[src/hdl/atsc_pkg.sv]
// Package holding the shared types, widths and constant tables of the tilt block.
package atsc_pkg;

    localparam int CORDIC_STEPS_DEF = 16;
    localparam int ATAN_ENTRIES     = 24;
    localparam int MAG_W            = 17;
    localparam int SQ_W             = 31;
    localparam int SUM_W            = 32;
    localparam int RAD_W            = 48;
    localparam int ROOT_W           = 24;
    localparam int REM_W            = 26;
    localparam int CX_W             = 29;
    localparam int CZ_W             = 17;
    localparam int DEG_W            = 7;
    localparam int Q_DEPTH          = 2;

    // 90 degrees in 1/256 degree.
    localparam logic [15:0] ANGLE_MAX = 16'd23040;
    localparam logic [DEG_W-1:0] DEG_RIGHT = 7'd90;
    localparam logic [3:0] CLASS_NO_UPDATE = 4'd9;

    typedef struct packed {
        logic signed [15:0] accel_x;
        logic signed [15:0] accel_y;
        logic signed [15:0] accel_z;
    } sample_t;

    typedef struct packed {
        logic signed [7:0] tilt_x_deg;
        logic signed [7:0] tilt_y_deg;
        logic [3:0]        speed_class;
        logic [13:0]       period_reload;
        logic              reload_update;
    } result_t;

    typedef struct packed {
        logic [MAG_W-1:0] mag_x;
        logic [MAG_W-1:0] mag_y;
        logic             neg_x;
        logic             neg_y;
        logic             zero_x;
        logic             zero_y;
    } side_t;

    typedef struct packed {
        logic [ROOT_W-1:0] root_x;
        logic [ROOT_W-1:0] root_y;
        side_t             side;
    } qword_t;

    // atan(2^-i) in 1/256 degree, rounded to nearest.
    function automatic logic [13:0] atan_val(input int i);
        logic [13:0] r;
        case (i)
            0:       r = 14'd11520;
            1:       r = 14'd6801;
            2:       r = 14'd3593;
            3:       r = 14'd1824;
            4:       r = 14'd916;
            5:       r = 14'd458;
            6:       r = 14'd229;
            7:       r = 14'd115;
            8:       r = 14'd57;
            9:       r = 14'd29;
            10:      r = 14'd14;
            11:      r = 14'd7;
            12:      r = 14'd4;
            13:      r = 14'd2;
            14:      r = 14'd1;
            default: r = 14'd0;
        endcase
        return r;
    endfunction

    function automatic logic [13:0] reload_val(input logic [3:0] cls);
        logic [13:0] r;
        case (cls)
            4'd0:    r = 14'd9499;
            4'd1:    r = 14'd6999;
            4'd2:    r = 14'd5999;
            4'd3:    r = 14'd4999;
            4'd4:    r = 14'd3999;
            4'd5:    r = 14'd2999;
            4'd6:    r = 14'd1999;
            4'd7:    r = 14'd999;
            4'd8:    r = 14'd499;
            default: r = 14'd0;
        endcase
        return r;
    endfunction

endpackage

[src/hdl/atsc_queue.sv]
// Two-word queue between the front and back pipelines.
module atsc_queue (
    input  logic              clk,
    input  logic              rst_n,
    input  logic              push_valid,
    output logic              push_ready,
    input  atsc_pkg::qword_t  push_word,
    output logic              pop_valid,
    input  logic              pop_ready,
    output atsc_pkg::qword_t  pop_word
);

    localparam int PW = $clog2(atsc_pkg::Q_DEPTH);

    atsc_pkg::qword_t mem_reg [atsc_pkg::Q_DEPTH];
    logic [PW-1:0]    wptr_reg, rptr_reg;
    logic [PW:0]      count_reg;
    logic             push, pop;

    assign push_ready = (count_reg != (PW+1)'(atsc_pkg::Q_DEPTH));
    assign pop_valid  = (count_reg != '0);
    assign push       = push_valid && push_ready;
    assign pop        = pop_valid && pop_ready;
    assign pop_word   = mem_reg[rptr_reg];

    always_ff @(posedge clk or negedge rst_n)
    begin
        if (!rst_n)
        begin
            wptr_reg  <= '0;
            rptr_reg  <= '0;
            count_reg <= '0;
        end
        else
        begin
            if (push)
            begin
                wptr_reg <= wptr_reg + 1'b1;
            end
            if (pop)
            begin
                rptr_reg <= rptr_reg + 1'b1;
            end
            if (push && !pop)
            begin
                count_reg <= count_reg + 1'b1;
            end
            else if (pop && !push)
            begin
                count_reg <= count_reg - 1'b1;
            end
        end
    end

    always_ff @(posedge clk)
    begin
        if (push)
        begin
            mem_reg[wptr_reg] <= push_word;
        end
    end

endmodule

[config.mk]
export PLATFORM = sky130hd
export DESIGN_NAME = atsc_queue
export DESIGN_NICKNAME = d
export VERILOG_FILES = /design/src/hdl/atsc_pkg.sv /design/src/hdl/atsc_queue.sv
export SDC_FILE = /design/constraint.sdc
export NUM_CORES = 1
export LEC_CHECK = 0
export BUFFER_PORTS_ARGS = -buffer_cell sky130_fd_sc_hd__buf_2
export CORE_ASPECT_RATIO = 0.9
export CORE_MARGIN = 4
export CORE_UTILIZATION = 50
export DETAILED_ROUTE_END_ITERATION = 7
export PLACE_DENSITY = 0.77
export SLEW_MARGIN = 0
export SYNTH_ARGS = -nofsm -noshare
export SYNTH_HDL_FRONTEND = slang
export SYNTH_SLANG_ARGS = --single-unit
[constraint.sdc]
create_clock -name clk -period 7.37 [get_ports clk]
set_clock_uncertainty 0.15 [all_clocks]
set_input_delay 1.1055 -clock clk [delete_from_list [all_inputs] [get_ports clk]]
set_output_delay 1.1055 -clock clk [all_outputs]
set_load 0.02 [all_outputs]
==> results of run 1 <==
-- cell usage in the layout (no fill, tap or decap), drive strengths merged --
cell type and instances:
nand2 2, clkbuf 18, nor2 2, clkinvlp 2
or2 1, mux2 86, xor2 2, xnor2 3
buf 180, clkinv 6, ha 1, edfxtp 172
nand2b 1, dfrtp 4, bufinv 3, and3 1
inv 2
-- cells by family after synthesis --
| kind of cell | after synthesis | synth area share |
|---|---|---|
| xor+xnor | 5 | 0.006716 |
| flops | 176 | 0.8074 |
| fa+ha+maj | 1 | 0.001918 |
| simple gates | 7 | 0.005183 |
| mux | 86 | 0.1658 |
| buf+inv | 11 | 0.01305 |
-- how the worst max path moves through the flow --
| stage | depth (start not counted) | start | end |
|---|---|---|---|
| finish | 3 | rptr_reg$_DFFE_PN0P_ | pop_word[21] |
| global route | 3 | rptr_reg$_DFFE_PN0P_ | pop_word[21] |
| CTS | 3 | rptr_reg$_DFFE_PN0P_ | pop_word[71] |
| detailed placement | 4 | push_valid | mem_reg[0][66]$_DFFE_PP_ |
| global placement | 4 | push_valid | mem_reg[0][12]$_DFFE_PP_ |
| floorplan | 2 | push_valid | mem_reg[0][0]$_DFFE_PP_ |
-- power groups by stage --
stage / clock network, µW / logic [µW] / registers, µW
3_3_place_gp: 0 / 1100 / 1490
2_1_floorplan: 0 / 848 / 1450
5_1_grt: 930 / 1160 / 1500
3_5_place_dp: 0 / 1110 / 1500
6_report: 866 / 1090 / 1480
4_1_cts: 886 / 1120 / 1480
-- worst register-to-register path, delay by kind of cell, from the launching register on --
kind / cells / cell delay, ps
simple gates: 3 / 1180
buf+inv: 1 / 660
flops: 1 / 400
-- metal layers --
metal	part of all wire	track usage	wire length, µm
met1	0.39	0.1791	4432
met2	0.50	0.2565	5717
met3	0.093	0.07407	1053
met4	0.012	0.05587	136
met5	0.0018	0	21
-- synth_stat cells --
cell type | number | area [µm²]
xor2_1 | 2 | 17.52
buf_2 | 5 | 25.02
mux2_2 | 56 | 630.6
dfrtp_1 | 4 | 100.1
nor2_1 | 2 | 7.510
nand2b_1 | 1 | 6.260
mux2_4 | 30 | 450.4
ha_1 | 1 | 12.51
xnor2_1 | 3 | 26.28
buf_6 | 5 | 56.30
edfxtp_1 | 172 | 5165
inv_1 | 1 | 3.750
and3_1 | 1 | 6.260
or2_2 | 1 | 6.260
nand2_1 | 2 | 7.510
-- area by class of cell --
class / instances / area (µm²) / share of cell area
Sequential cell: 176 / 5269 / 0.6470
Multi-Input combinational cell: 99 / 1184 / 0.1454
Timing Repair Buffer: 180 / 908.4 / 0.1116
Clock buffer: 18 / 429.2 / 0.05270
Tap cell: 164 / 205.2 / 0.02520
Clock inverter: 12 / 143.9 / 0.01767
Inverter: 1 / 3.754 / 0.0004610
-- per-stage QoR --
stage / total power (µW) / cells / util / cell area, µm²
2_1_floorplan: 2299 / 286 / - / 6521
4_1_cts: 3483 / 650 / 0.6394 / 8143
6_report: 3433 / 650 / 0.6394 / 8143
3_3_place_gp: 2588 / 620 / 0.5944 / 7570
3_5_place_dp: 2613 / 620 / 0.5944 / 7570
5_1_grt: 3596 / 650 / 0.6394 / 8143
==> out/summary.txt, run 1 <==
Post-route minimum period: 3825 ps
Outcome: completed
Antenna-violating nets left: 0
Num CTS Buffers: 17
Worst r2r src: count_reg[0]$_DFFE_PN0P_
Sequential element share of the synthesized area: 0.8074
Mapped Cells: 286
Iteration-0 DRC Markers: 248
Routed len/inst: 17.48 µm
Gr usage total: 0.1555
Setup_tns: 0 ps
Hpwl dp: 7697 µm
Slowest CP cell: dfrtp_4
GRT overflow: 0
Maximum vdd ir drop: 0.0002548 V
Clk pwr share: 0.252
Part of the cycle the worst path needs: 0.5190
Post-CTS Resized: 0
CTS tree: yes
Startpoint class of the critical path: register
Mean Syn Cell Area: 22.80 µm²
Clk_lat worst skew: 410 ps
Port bufs: 177
Combinational power share: 0.318
Site Rows: 39
Synth Register Bits: 176
Max cap viols: 0
Post-Syn Area: 6521 µm²
Final WS setup: 3545 ps
Crit-path max FO: 52
Worst-path cell chain: buf_4 -> mux2_2 -> buf_2
R2R Setup Slk: 4580 ps
Pre-CTS setup slack: 3881 ps
# diodes: 0
Worst path required time: 6110 ps
WHS: 339.8 ps
Crit path kind: register to output port
Slowest stage delay, CP: 820 ps
Area Overhead vs Synth: 24.87%
Synth Warn #: 0
Fin nets: 566
First-pass GRT wire length: 17210 µm
Switching Share: 0.3131
Initial antenna violation count: 2
Htree depth: 4
# fillers: 908
Mapped Nets: 377
Worst Setup End Kind: output port
P_sw: 1075 µW
Buf+Inv Stages, Crit Path: 2
Pwr/cell area: 421.6 nW/µm²
Reg2reg end: mem_reg[0][66]$_DFFE_PP_
Final Setup Violations: 0
Die Height: 116.3 µm
Die area: 14940 µm²
CTS max path bufs: 2
Reg power frac: 0.430
Routability Congestion: 0.7346
Setup bufs post-CTS: 0
Cts hold-fix bufs: 0
RSZ-0062 raised after global routing: false
Hold Violations, Final: 0
Hold Crit Class: primary input to asynchronous set/reset pin
Cell internal pwr: 2358 µW
Mean number of vias per cell: 4.962
Die extent in x: 128.4 µm
Worst-margin pin slew: 1162 ps
Largest net degree at the start of global routing: 86
Vias: 3225
Clk sinks: 176
Fmax: 261.4 MHz
DRC errors left: 0
Relative slew slack: 0.2252
Yosys cell types: 15
WL final: 11360 µm
Cell family with most CP delay: buffers and inverters
Initial DRT Pass Iterations: 4
Reg2Reg Depth: 4
Vias in the first global route: 3407
Core footprint: 12740 µm²
Clock root buffer: clkbuf_16
Slew Viols, Final: 0
I/O Pins: 178
CP arrival: 2570 ps
Clk slew on worst S/H paths: 60 ps
Leak: 0.003144 µW
Initial Util: 0.5120
Share of cells above drive strength 1: 0.6091
Max reg flops: 172
Power figures use the tool's default switching activity.
==> run 2: changes to the inputs <==
--- a/config.mk
+++ b/config.mk
@@ -8,9 +8,9 @@
 export BUFFER_PORTS_ARGS = -buffer_cell sky130_fd_sc_hd__buf_2
 export CORE_ASPECT_RATIO = 0.9
 export CORE_MARGIN = 4
-export CORE_UTILIZATION = 50
+export CORE_UTILIZATION = 47
 export DETAILED_ROUTE_END_ITERATION = 7
-export PLACE_DENSITY = 0.77
+export PLACE_DENSITY = 0.76
 export SLEW_MARGIN = 0
 export SYNTH_ARGS = -nofsm -noshare
 export SYNTH_HDL_FRONTEND = slang
==> constraint.sdc (replaced) <==
create_clock -name clk -period 3.2 [get_ports clk]
set_clock_uncertainty 0.15 [all_clocks]
set_input_delay 0.48 -clock clk [delete_from_list [all_inputs] [get_ports clk]]
set_output_delay 0.48 -clock clk [all_outputs]
set_load 0.02 [all_outputs]
==> run 2 against run 1 <==
Against the previous run:
- global-route usage fell by 0.30 points
- core utilization is 2.9 points lower
- sequential share of layout area fell by 0.56 points
- non-clock buffer count is 4 higher
- setup slack lost 3200 ps
- first-iteration DRC count shrank 39%
- die area increased by 6.0%
- critical endpoint is now pop_word[64]
==> out/summary.txt, run 2 (synthesis results as in run 1) <==
Worst-margin pin slew: 623.5 ps (-538.6 ps)
Startpoint class of the critical path: register
Worst r2r src: count_reg[0]$_DFFE_PN0P_
Crit path kind: register to output port
Clock root buffer: clkbuf_16
Clk slew on worst S/H paths: 70 ps (about the same)
Switching Share: 0.3339 (+0.02077)
Post-route minimum period: 2815 ps
CTS tree: yes
Hold Crit Class: primary input to register
Reg2reg end: mem_reg[0][49]$_DFFE_PP_
Gr usage total: 0.1525 (-0.003025)
Leak: 0.003177 µW (+1.1%)
Relative slew slack: 0.5843 (+0.3591)
Post-DP Area: 7635 µm² (+0.86%)
CP arrival: 2190 ps (-380 ps)
Fin nets: 570 (+0.71%)
Reg2Reg Depth: 4 (unchanged)
RSZ-0062 raised after global routing: false
Hpwl dp: 7922 µm (+2.9%)
Slew Viols, Final: 0 (unchanged)
Max reg flops: 172 (unchanged)
Combinational power share: 0.329 (+0.011)
Maximum vdd ir drop: 0.0007030 V (+180%)
Max cap viols: 0 (unchanged)
Vias: 3240 (+0.47%)
Cell internal pwr: 5294 µW (+120%)
Htree depth: 4 (unchanged)
Routed len/inst: 18.01 µm (+3.0%)
Post-CTS Resized: 0 (unchanged)
Core footprint: 13460 µm² (+5.7%)
Clk pwr share: 0.244 (-0.008)
WL final: 11890 µm (+4.6%)
Hold Crit Endpoint: mem_reg[0][17]$_DFFE_PP_
DRC errors left: 0 (unchanged)
Clk sinks: 176 (unchanged)
Initial DRT Pass Iterations: 4 (unchanged)
Clk_lat worst skew: 410 ps (about the same)
Area Overhead vs Synth: 25.96%
Die Height: 119.7 µm (+2.9%)
# fillers: 970 (+6.8%)
Port bufs: 177 (unchanged)
Die extent in x: 132.2 µm (+2.9%)
Register Area: 5269 µm² (unchanged)
Part of the cycle the worst path needs: 0.8797
Final instance area: 8214 µm² (+0.88%)
Final Setup Violations: 0 (unchanged)
Largest net degree at the start of global routing: 70 (-19%)
Initial antenna violation count: 0 (-2)
Reg power frac: 0.426 (-0.004)
Most frequent cells in the layout: 177 x buf_2, 172 x edfxtp_1, 56 x mux2_2
Num CTS Buffers: 17 (unchanged)
Share of cells above drive strength 1: 0.6179 (+0.008833)
Vias in the first global route: 3456 (+1.4%)
Routability Congestion: 0.7292 (-0.74%)
Crit-path max FO: 37 (-29%)
Initial Util: 0.4844 (-0.02765)
Pwr/cell area: 967.6 nW/µm² (+130%)
Die area: 15830 µm² (+6.0%)
Iteration-0 DRC Markers: 152 (-39%)
Worst path required time: 2570 ps (-3540 ps)
WHS Path Cells: 1
Setup_tns: 0 ps (unchanged)
CTS max path bufs: 2 (unchanged)
I/O Pins: 178 (unchanged)
Fmax: 355.2 MHz
Mean number of vias per cell: 4.909 (-1.1%)
Worst Setup End Kind: output port
First-pass GRT wire length: 18220 µm (+5.9%)
Hold_sp: push_word[17]
Most common library cell in the layout ignoring fill and taps: buf_2
Site Rows: 40 (+2.6%)
GRT overflow: 0 (unchanged)
Outcome: completed
Antenna-violating nets left: 0 (unchanged)
WHS: 93.36 ps (-246.5 ps)
Hold Violations, Final: 0 (unchanged)
Final core utilization: 0.6101 (-0.02923)
# diodes: 0 (unchanged)
Multi-input logic area: 1184 µm² (unchanged)
R2R Setup Slk: 1060 ps (-3520 ps)
P_sw: 2654 µW (+150%)
==> run 2: worst max-delay path, stage by stage, from the launching register on <==
cell and delay [ps]:
dfrtp_4 830, buf_4 370, mux2_2 380, buf_2 160
==> run 2: stage by stage <==
step	worst slack, ps	power, µW	instances
5_1_grt	286.3	8330	660
6_report	384.9	7948	660
4_1_cts	358.8	8041	660
2_1_floorplan	526.0	5260	286
3_5_place_dp	825.8	6088	627
3_3_place_gp	875.3	6024	627
==> run 2: what timing repair did <==
item	4_1_cts	5_1_grt
buffers inserted	0	0
endpoints found under the setup margin	0	0
hold endpoints to repair	4	0
hold buffers	1	0
==> run 2: cell type report <==
cell class / count / area share
Sequential cell: 176 / 0.6414
Multi-Input combinational cell: 99 / 0.1441
Timing Repair Buffer: 184 / 0.1191
Clock buffer: 17 / 0.05179
Tap cell: 168 / 0.02559
Clock inverter: 15 / 0.01752
Inverter: 1 / 0.0004570
==> run 2: how the worst max path moves through the flow <==
stage | cells after the start | end | from | slack, ps
after floorplan | 3 | mem_reg[0][0]$_DFFE_PP_ | count_reg[0]$_DFFE_PN0P_ | 530
after global placement | 3 | pop_word[2] | rptr_reg$_DFFE_PN0P_ | 880
after detailed placement | 3 | pop_word[64] | rptr_reg$_DFFE_PN0P_ | 830
after CTS | 3 | pop_word[64] | rptr_reg$_DFFE_PN0P_ | 360
after global routing | 3 | pop_word[64] | rptr_reg$_DFFE_PN0P_ | 290
final | 3 | pop_word[64] | rptr_reg$_DFFE_PN0P_ | 380
==> run 2: power groups by stage <==
stage | clock network (µW) | logic (µW) | registers (µW)
after floorplan | 0 | 1960 | 3300
after global placement | 0 | 2610 | 3410
after detailed placement | 0 | 2650 | 3440
after CTS | 1980 | 2660 | 3400
after global routing | 2100 | 2790 | 3440
final | 1940 | 2620 | 3390
==> run 2: per-layer routing <==
metal | track usage | vias to the layer above | routed length [µm]
met2 | 0.2532 | 138 | 5906
met1 | 0.1764 | 1570 | 4821
met4 | 0.04331 | 0 | 82
li1 | - | 1524 | -
met5 | 0 | - | 0
met3 | 0.07502 | 8 | 1076
==> run 3: changes to the inputs <==
--- a/config.mk
+++ b/config.mk
@@ -6,11 +6,12 @@
 export NUM_CORES = 1
 export LEC_CHECK = 0
 export BUFFER_PORTS_ARGS = -buffer_cell sky130_fd_sc_hd__buf_2
+export CAP_MARGIN = 10
 export CORE_ASPECT_RATIO = 0.9
 export CORE_MARGIN = 4
 export CORE_UTILIZATION = 47
 export DETAILED_ROUTE_END_ITERATION = 7
-export PLACE_DENSITY = 0.76
+export PLACE_DENSITY = 0.79
 export SLEW_MARGIN = 0
 export SYNTH_ARGS = -nofsm -noshare
 export SYNTH_HDL_FRONTEND = slang
==> run 3 against run 2 <==
Against the previous run:
- sequential power shrank 2%
- critical path depth stayed put
- largest cell class unchanged
- non-clock buffer count is 1 lower
- clock power increased by 4%
- cell area barely moved
- cell count is the same
==> out/summary.txt, run 3 (synthesis results as in run 1) <==
Core footprint: 13460 µm² (unchanged)
Die extent in x: 132.2 µm (unchanged)
Post-DP Area: 7615 µm² (-0.26%)
I/O Pins: 178 (unchanged)
P_sw: 2491 µW (-6.1%)
Routability Congestion: 0.7340 (+0.66%)
Outcome: completed
DRC errors left: 0 (unchanged)
Pwr Total: 7963 µW (+0.19%)
Routed len/inst: 17.50 µm (-2.8%)
Post-route minimum period: 2627 ps (-187.7 ps)
Reg power frac: 0.417 (-0.009)
First-pass GRT wire length: 18100 µm (-0.65%)
Worst-path cell chain: buf_4 -> mux2_2 -> buf_2
Port bufs: 177 (unchanged)
CP arrival: 2000 ps (-190 ps)
Critical Path Stages: 3 (unchanged)
Hold Crit Class: primary input to register
Reg2Reg Depth: 3 (-1)
Setup_tns: 0 ps (unchanged)
Met1 WL: 4685 µm (-2.8%)
Reg2reg end: mem_reg[1][18]$_DFFE_PP_
Clk slew on worst S/H paths: 60 ps (about the same)
CP startpoint: rptr_reg$_DFFE_PN0P_
Fin nets: 569 (-0.18%)
Vias in the first global route: 3537 (+2.3%)
Vias: 3263 (+0.71%)
Share of cells above drive strength 1: 0.6069 (-0.01096)
Worst setup endpoint: pop_word[76]
Pwr/cell area: 970.4 nW/µm² (+0.28%)
Fmax: 380.6 MHz (+7.1%)
Htree depth: 4 (unchanged)
Startpoint class of the critical path: register
Site Rows: 40 (unchanged)
Post-CTS Resized: 0 (unchanged)
Gr usage total: 0.1504 (-0.002053)
Maximum vdd ir drop: 0.0005027 V (-28%)
Met2 WL post-DR: 5673 µm (-3.9%)
CTS tree: yes
Clock root buffer: clkbuf_16
Worst Setup End Kind: output port
Crit-path max FO: 30 (-19%)
Relative slew slack: 0.5457 (-0.03859)
Hold Violations, Final: 0 (unchanged)
Leak: 0.003176 µW (about the same)
Most common library cell in the layout ignoring fill and taps: buf_2
RSZ-0062 raised after global routing: false
Worst r2r src: count_reg[0]$_DFFE_PN0P_
Most frequent cells in the layout: 177 x buf_2, 172 x edfxtp_1, 56 x mux2_2
Finished Layout Cells: 660 (unchanged)
Worst path required time: 2570 ps (about the same)
Initial Util: 0.4844 (unchanged)
Register Area: 5269 µm² (unchanged)
Buf+Inv Stages, Crit Path: 2 (unchanged)
Met3 wire length: 1037 µm (-3.6%)
Top Metal Used: met4
Multi-input logic area: 1184 µm² (unchanged)
Worst-margin pin slew: 681.4 ps (+57.89 ps)
Max reg flops: 172 (unchanged)
Largest net degree at the start of global routing: 47 (-33%)
Part of the cycle the worst path needs: 0.8210 (-0.05866)
Switching Share: 0.3128 (-0.02113)
Slowest CP cell: dfrtp_4
Clk_lat worst skew: 410 ps (about the same)
Iteration-0 DRC Markers: 196 (+29%)
Slew Viols, Final: 0 (unchanged)
Die area: 15830 µm² (unchanged)
Slowest stage delay, CP: 570 ps (-260 ps)
Clk pwr share: 0.253 (+0.009)
Die Height: 119.7 µm (unchanged)
# fillers: 974 (+0.41%)
Final instance area: 8207 µm² (about the same)
Cell internal pwr: 5473 µW (+3.4%)
R2R Setup Slk: 1150 ps (+90 ps)
GRT overflow: 0 (unchanged)
Initial DRT Pass Iterations: 4 (unchanged)
Initial antenna violation count: 0 (unchanged)
Crit path kind: register to output port
Max cap viols: 0 (unchanged)
Final Setup Violations: 0 (unchanged)
Hpwl dp: 7775 µm (-1.8%)
Num CTS Buffers: 17 (unchanged)
Final core utilization: 0.6096 (about the same)
Clk sinks: 176 (unchanged)
Cell family with most CP delay: flip-flops
WL final: 11550 µm (-2.8%)
Combinational power share: 0.330 (about the same)
CTS max path bufs: 2 (unchanged)
Mean number of vias per cell: 4.944 (+0.71%)
Area Overhead vs Synth: 25.84% (about the same)
Placed cell count: 626 (-0.16%)
Antenna-violating nets left: 0 (unchanged)
## run 3: what timing repair did
action,CTS,global route
setup endpoints to repair,0,0
setup buffers,0,0
hold buffers,1,0
hold endpoints to repair,4,0
## run 3: power by group through the flow
stage | Combinational (µW) | Sequential [µW] | Clock, µW
2_1_floorplan | 1960 | 3300 | 0
3_3_place_gp | 2640 | 3350 | 0
3_5_place_dp | 2660 | 3380 | 0
4_1_cts | 2680 | 3330 | 2070
5_1_grt | 2800 | 3380 | 2180
6_report | 2620 | 3320 | 2020
## run 3: per-stage QoR
| step | hold slack (ps) | setup WS [ps] |
|---|---|---|
| floorplan | 34.41 | 526.0 |
| global placement | 137.9 | 1023 |
| detailed placement | 143.4 | 999.8 |
| CTS | 73.65 | 539.0 |
| global route | 73.74 | 482.0 |
| finish | 98.93 | 572.7 |
## run 3: worst min path at each step
stage	start	end	slack, ps	cells after the start
after detailed placement	rst_n	count_reg[0]$_DFFE_PN0P_	140	1
after floorplan	rst_n	count_reg[0]$_DFFE_PN0P_	30	0
after global routing	push_word[25]	mem_reg[1][25]$_DFFE_PP_	70	1
after global placement	rst_n	count_reg[1]$_DFFE_PN0P_	140	1
after CTS	push_word[19]	mem_reg[1][19]$_DFFE_PP_	70	1
final	push_word[19]	mem_reg[0][19]$_DFFE_PP_	100	1
## run 3: metal layers
metal,vias to the layer above,track usage
met4,0,0.05709
met2,136,0.2497
met1,1596,0.1714
li1,1516,-
met5,-,0
met3,15,0.06873
## run 3: area by class of cell
type | instances | area share
tap | 168 | 0.02561
sequential | 176 | 0.6420
antenna | 1 | 0.0003049
inverter | 1 | 0.0004574
clock buffer | 21 | 0.05367
multi-input combinational | 99 | 0.1442
timing repair buffer | 183 | 0.1168
clock inverter | 11 | 0.01692
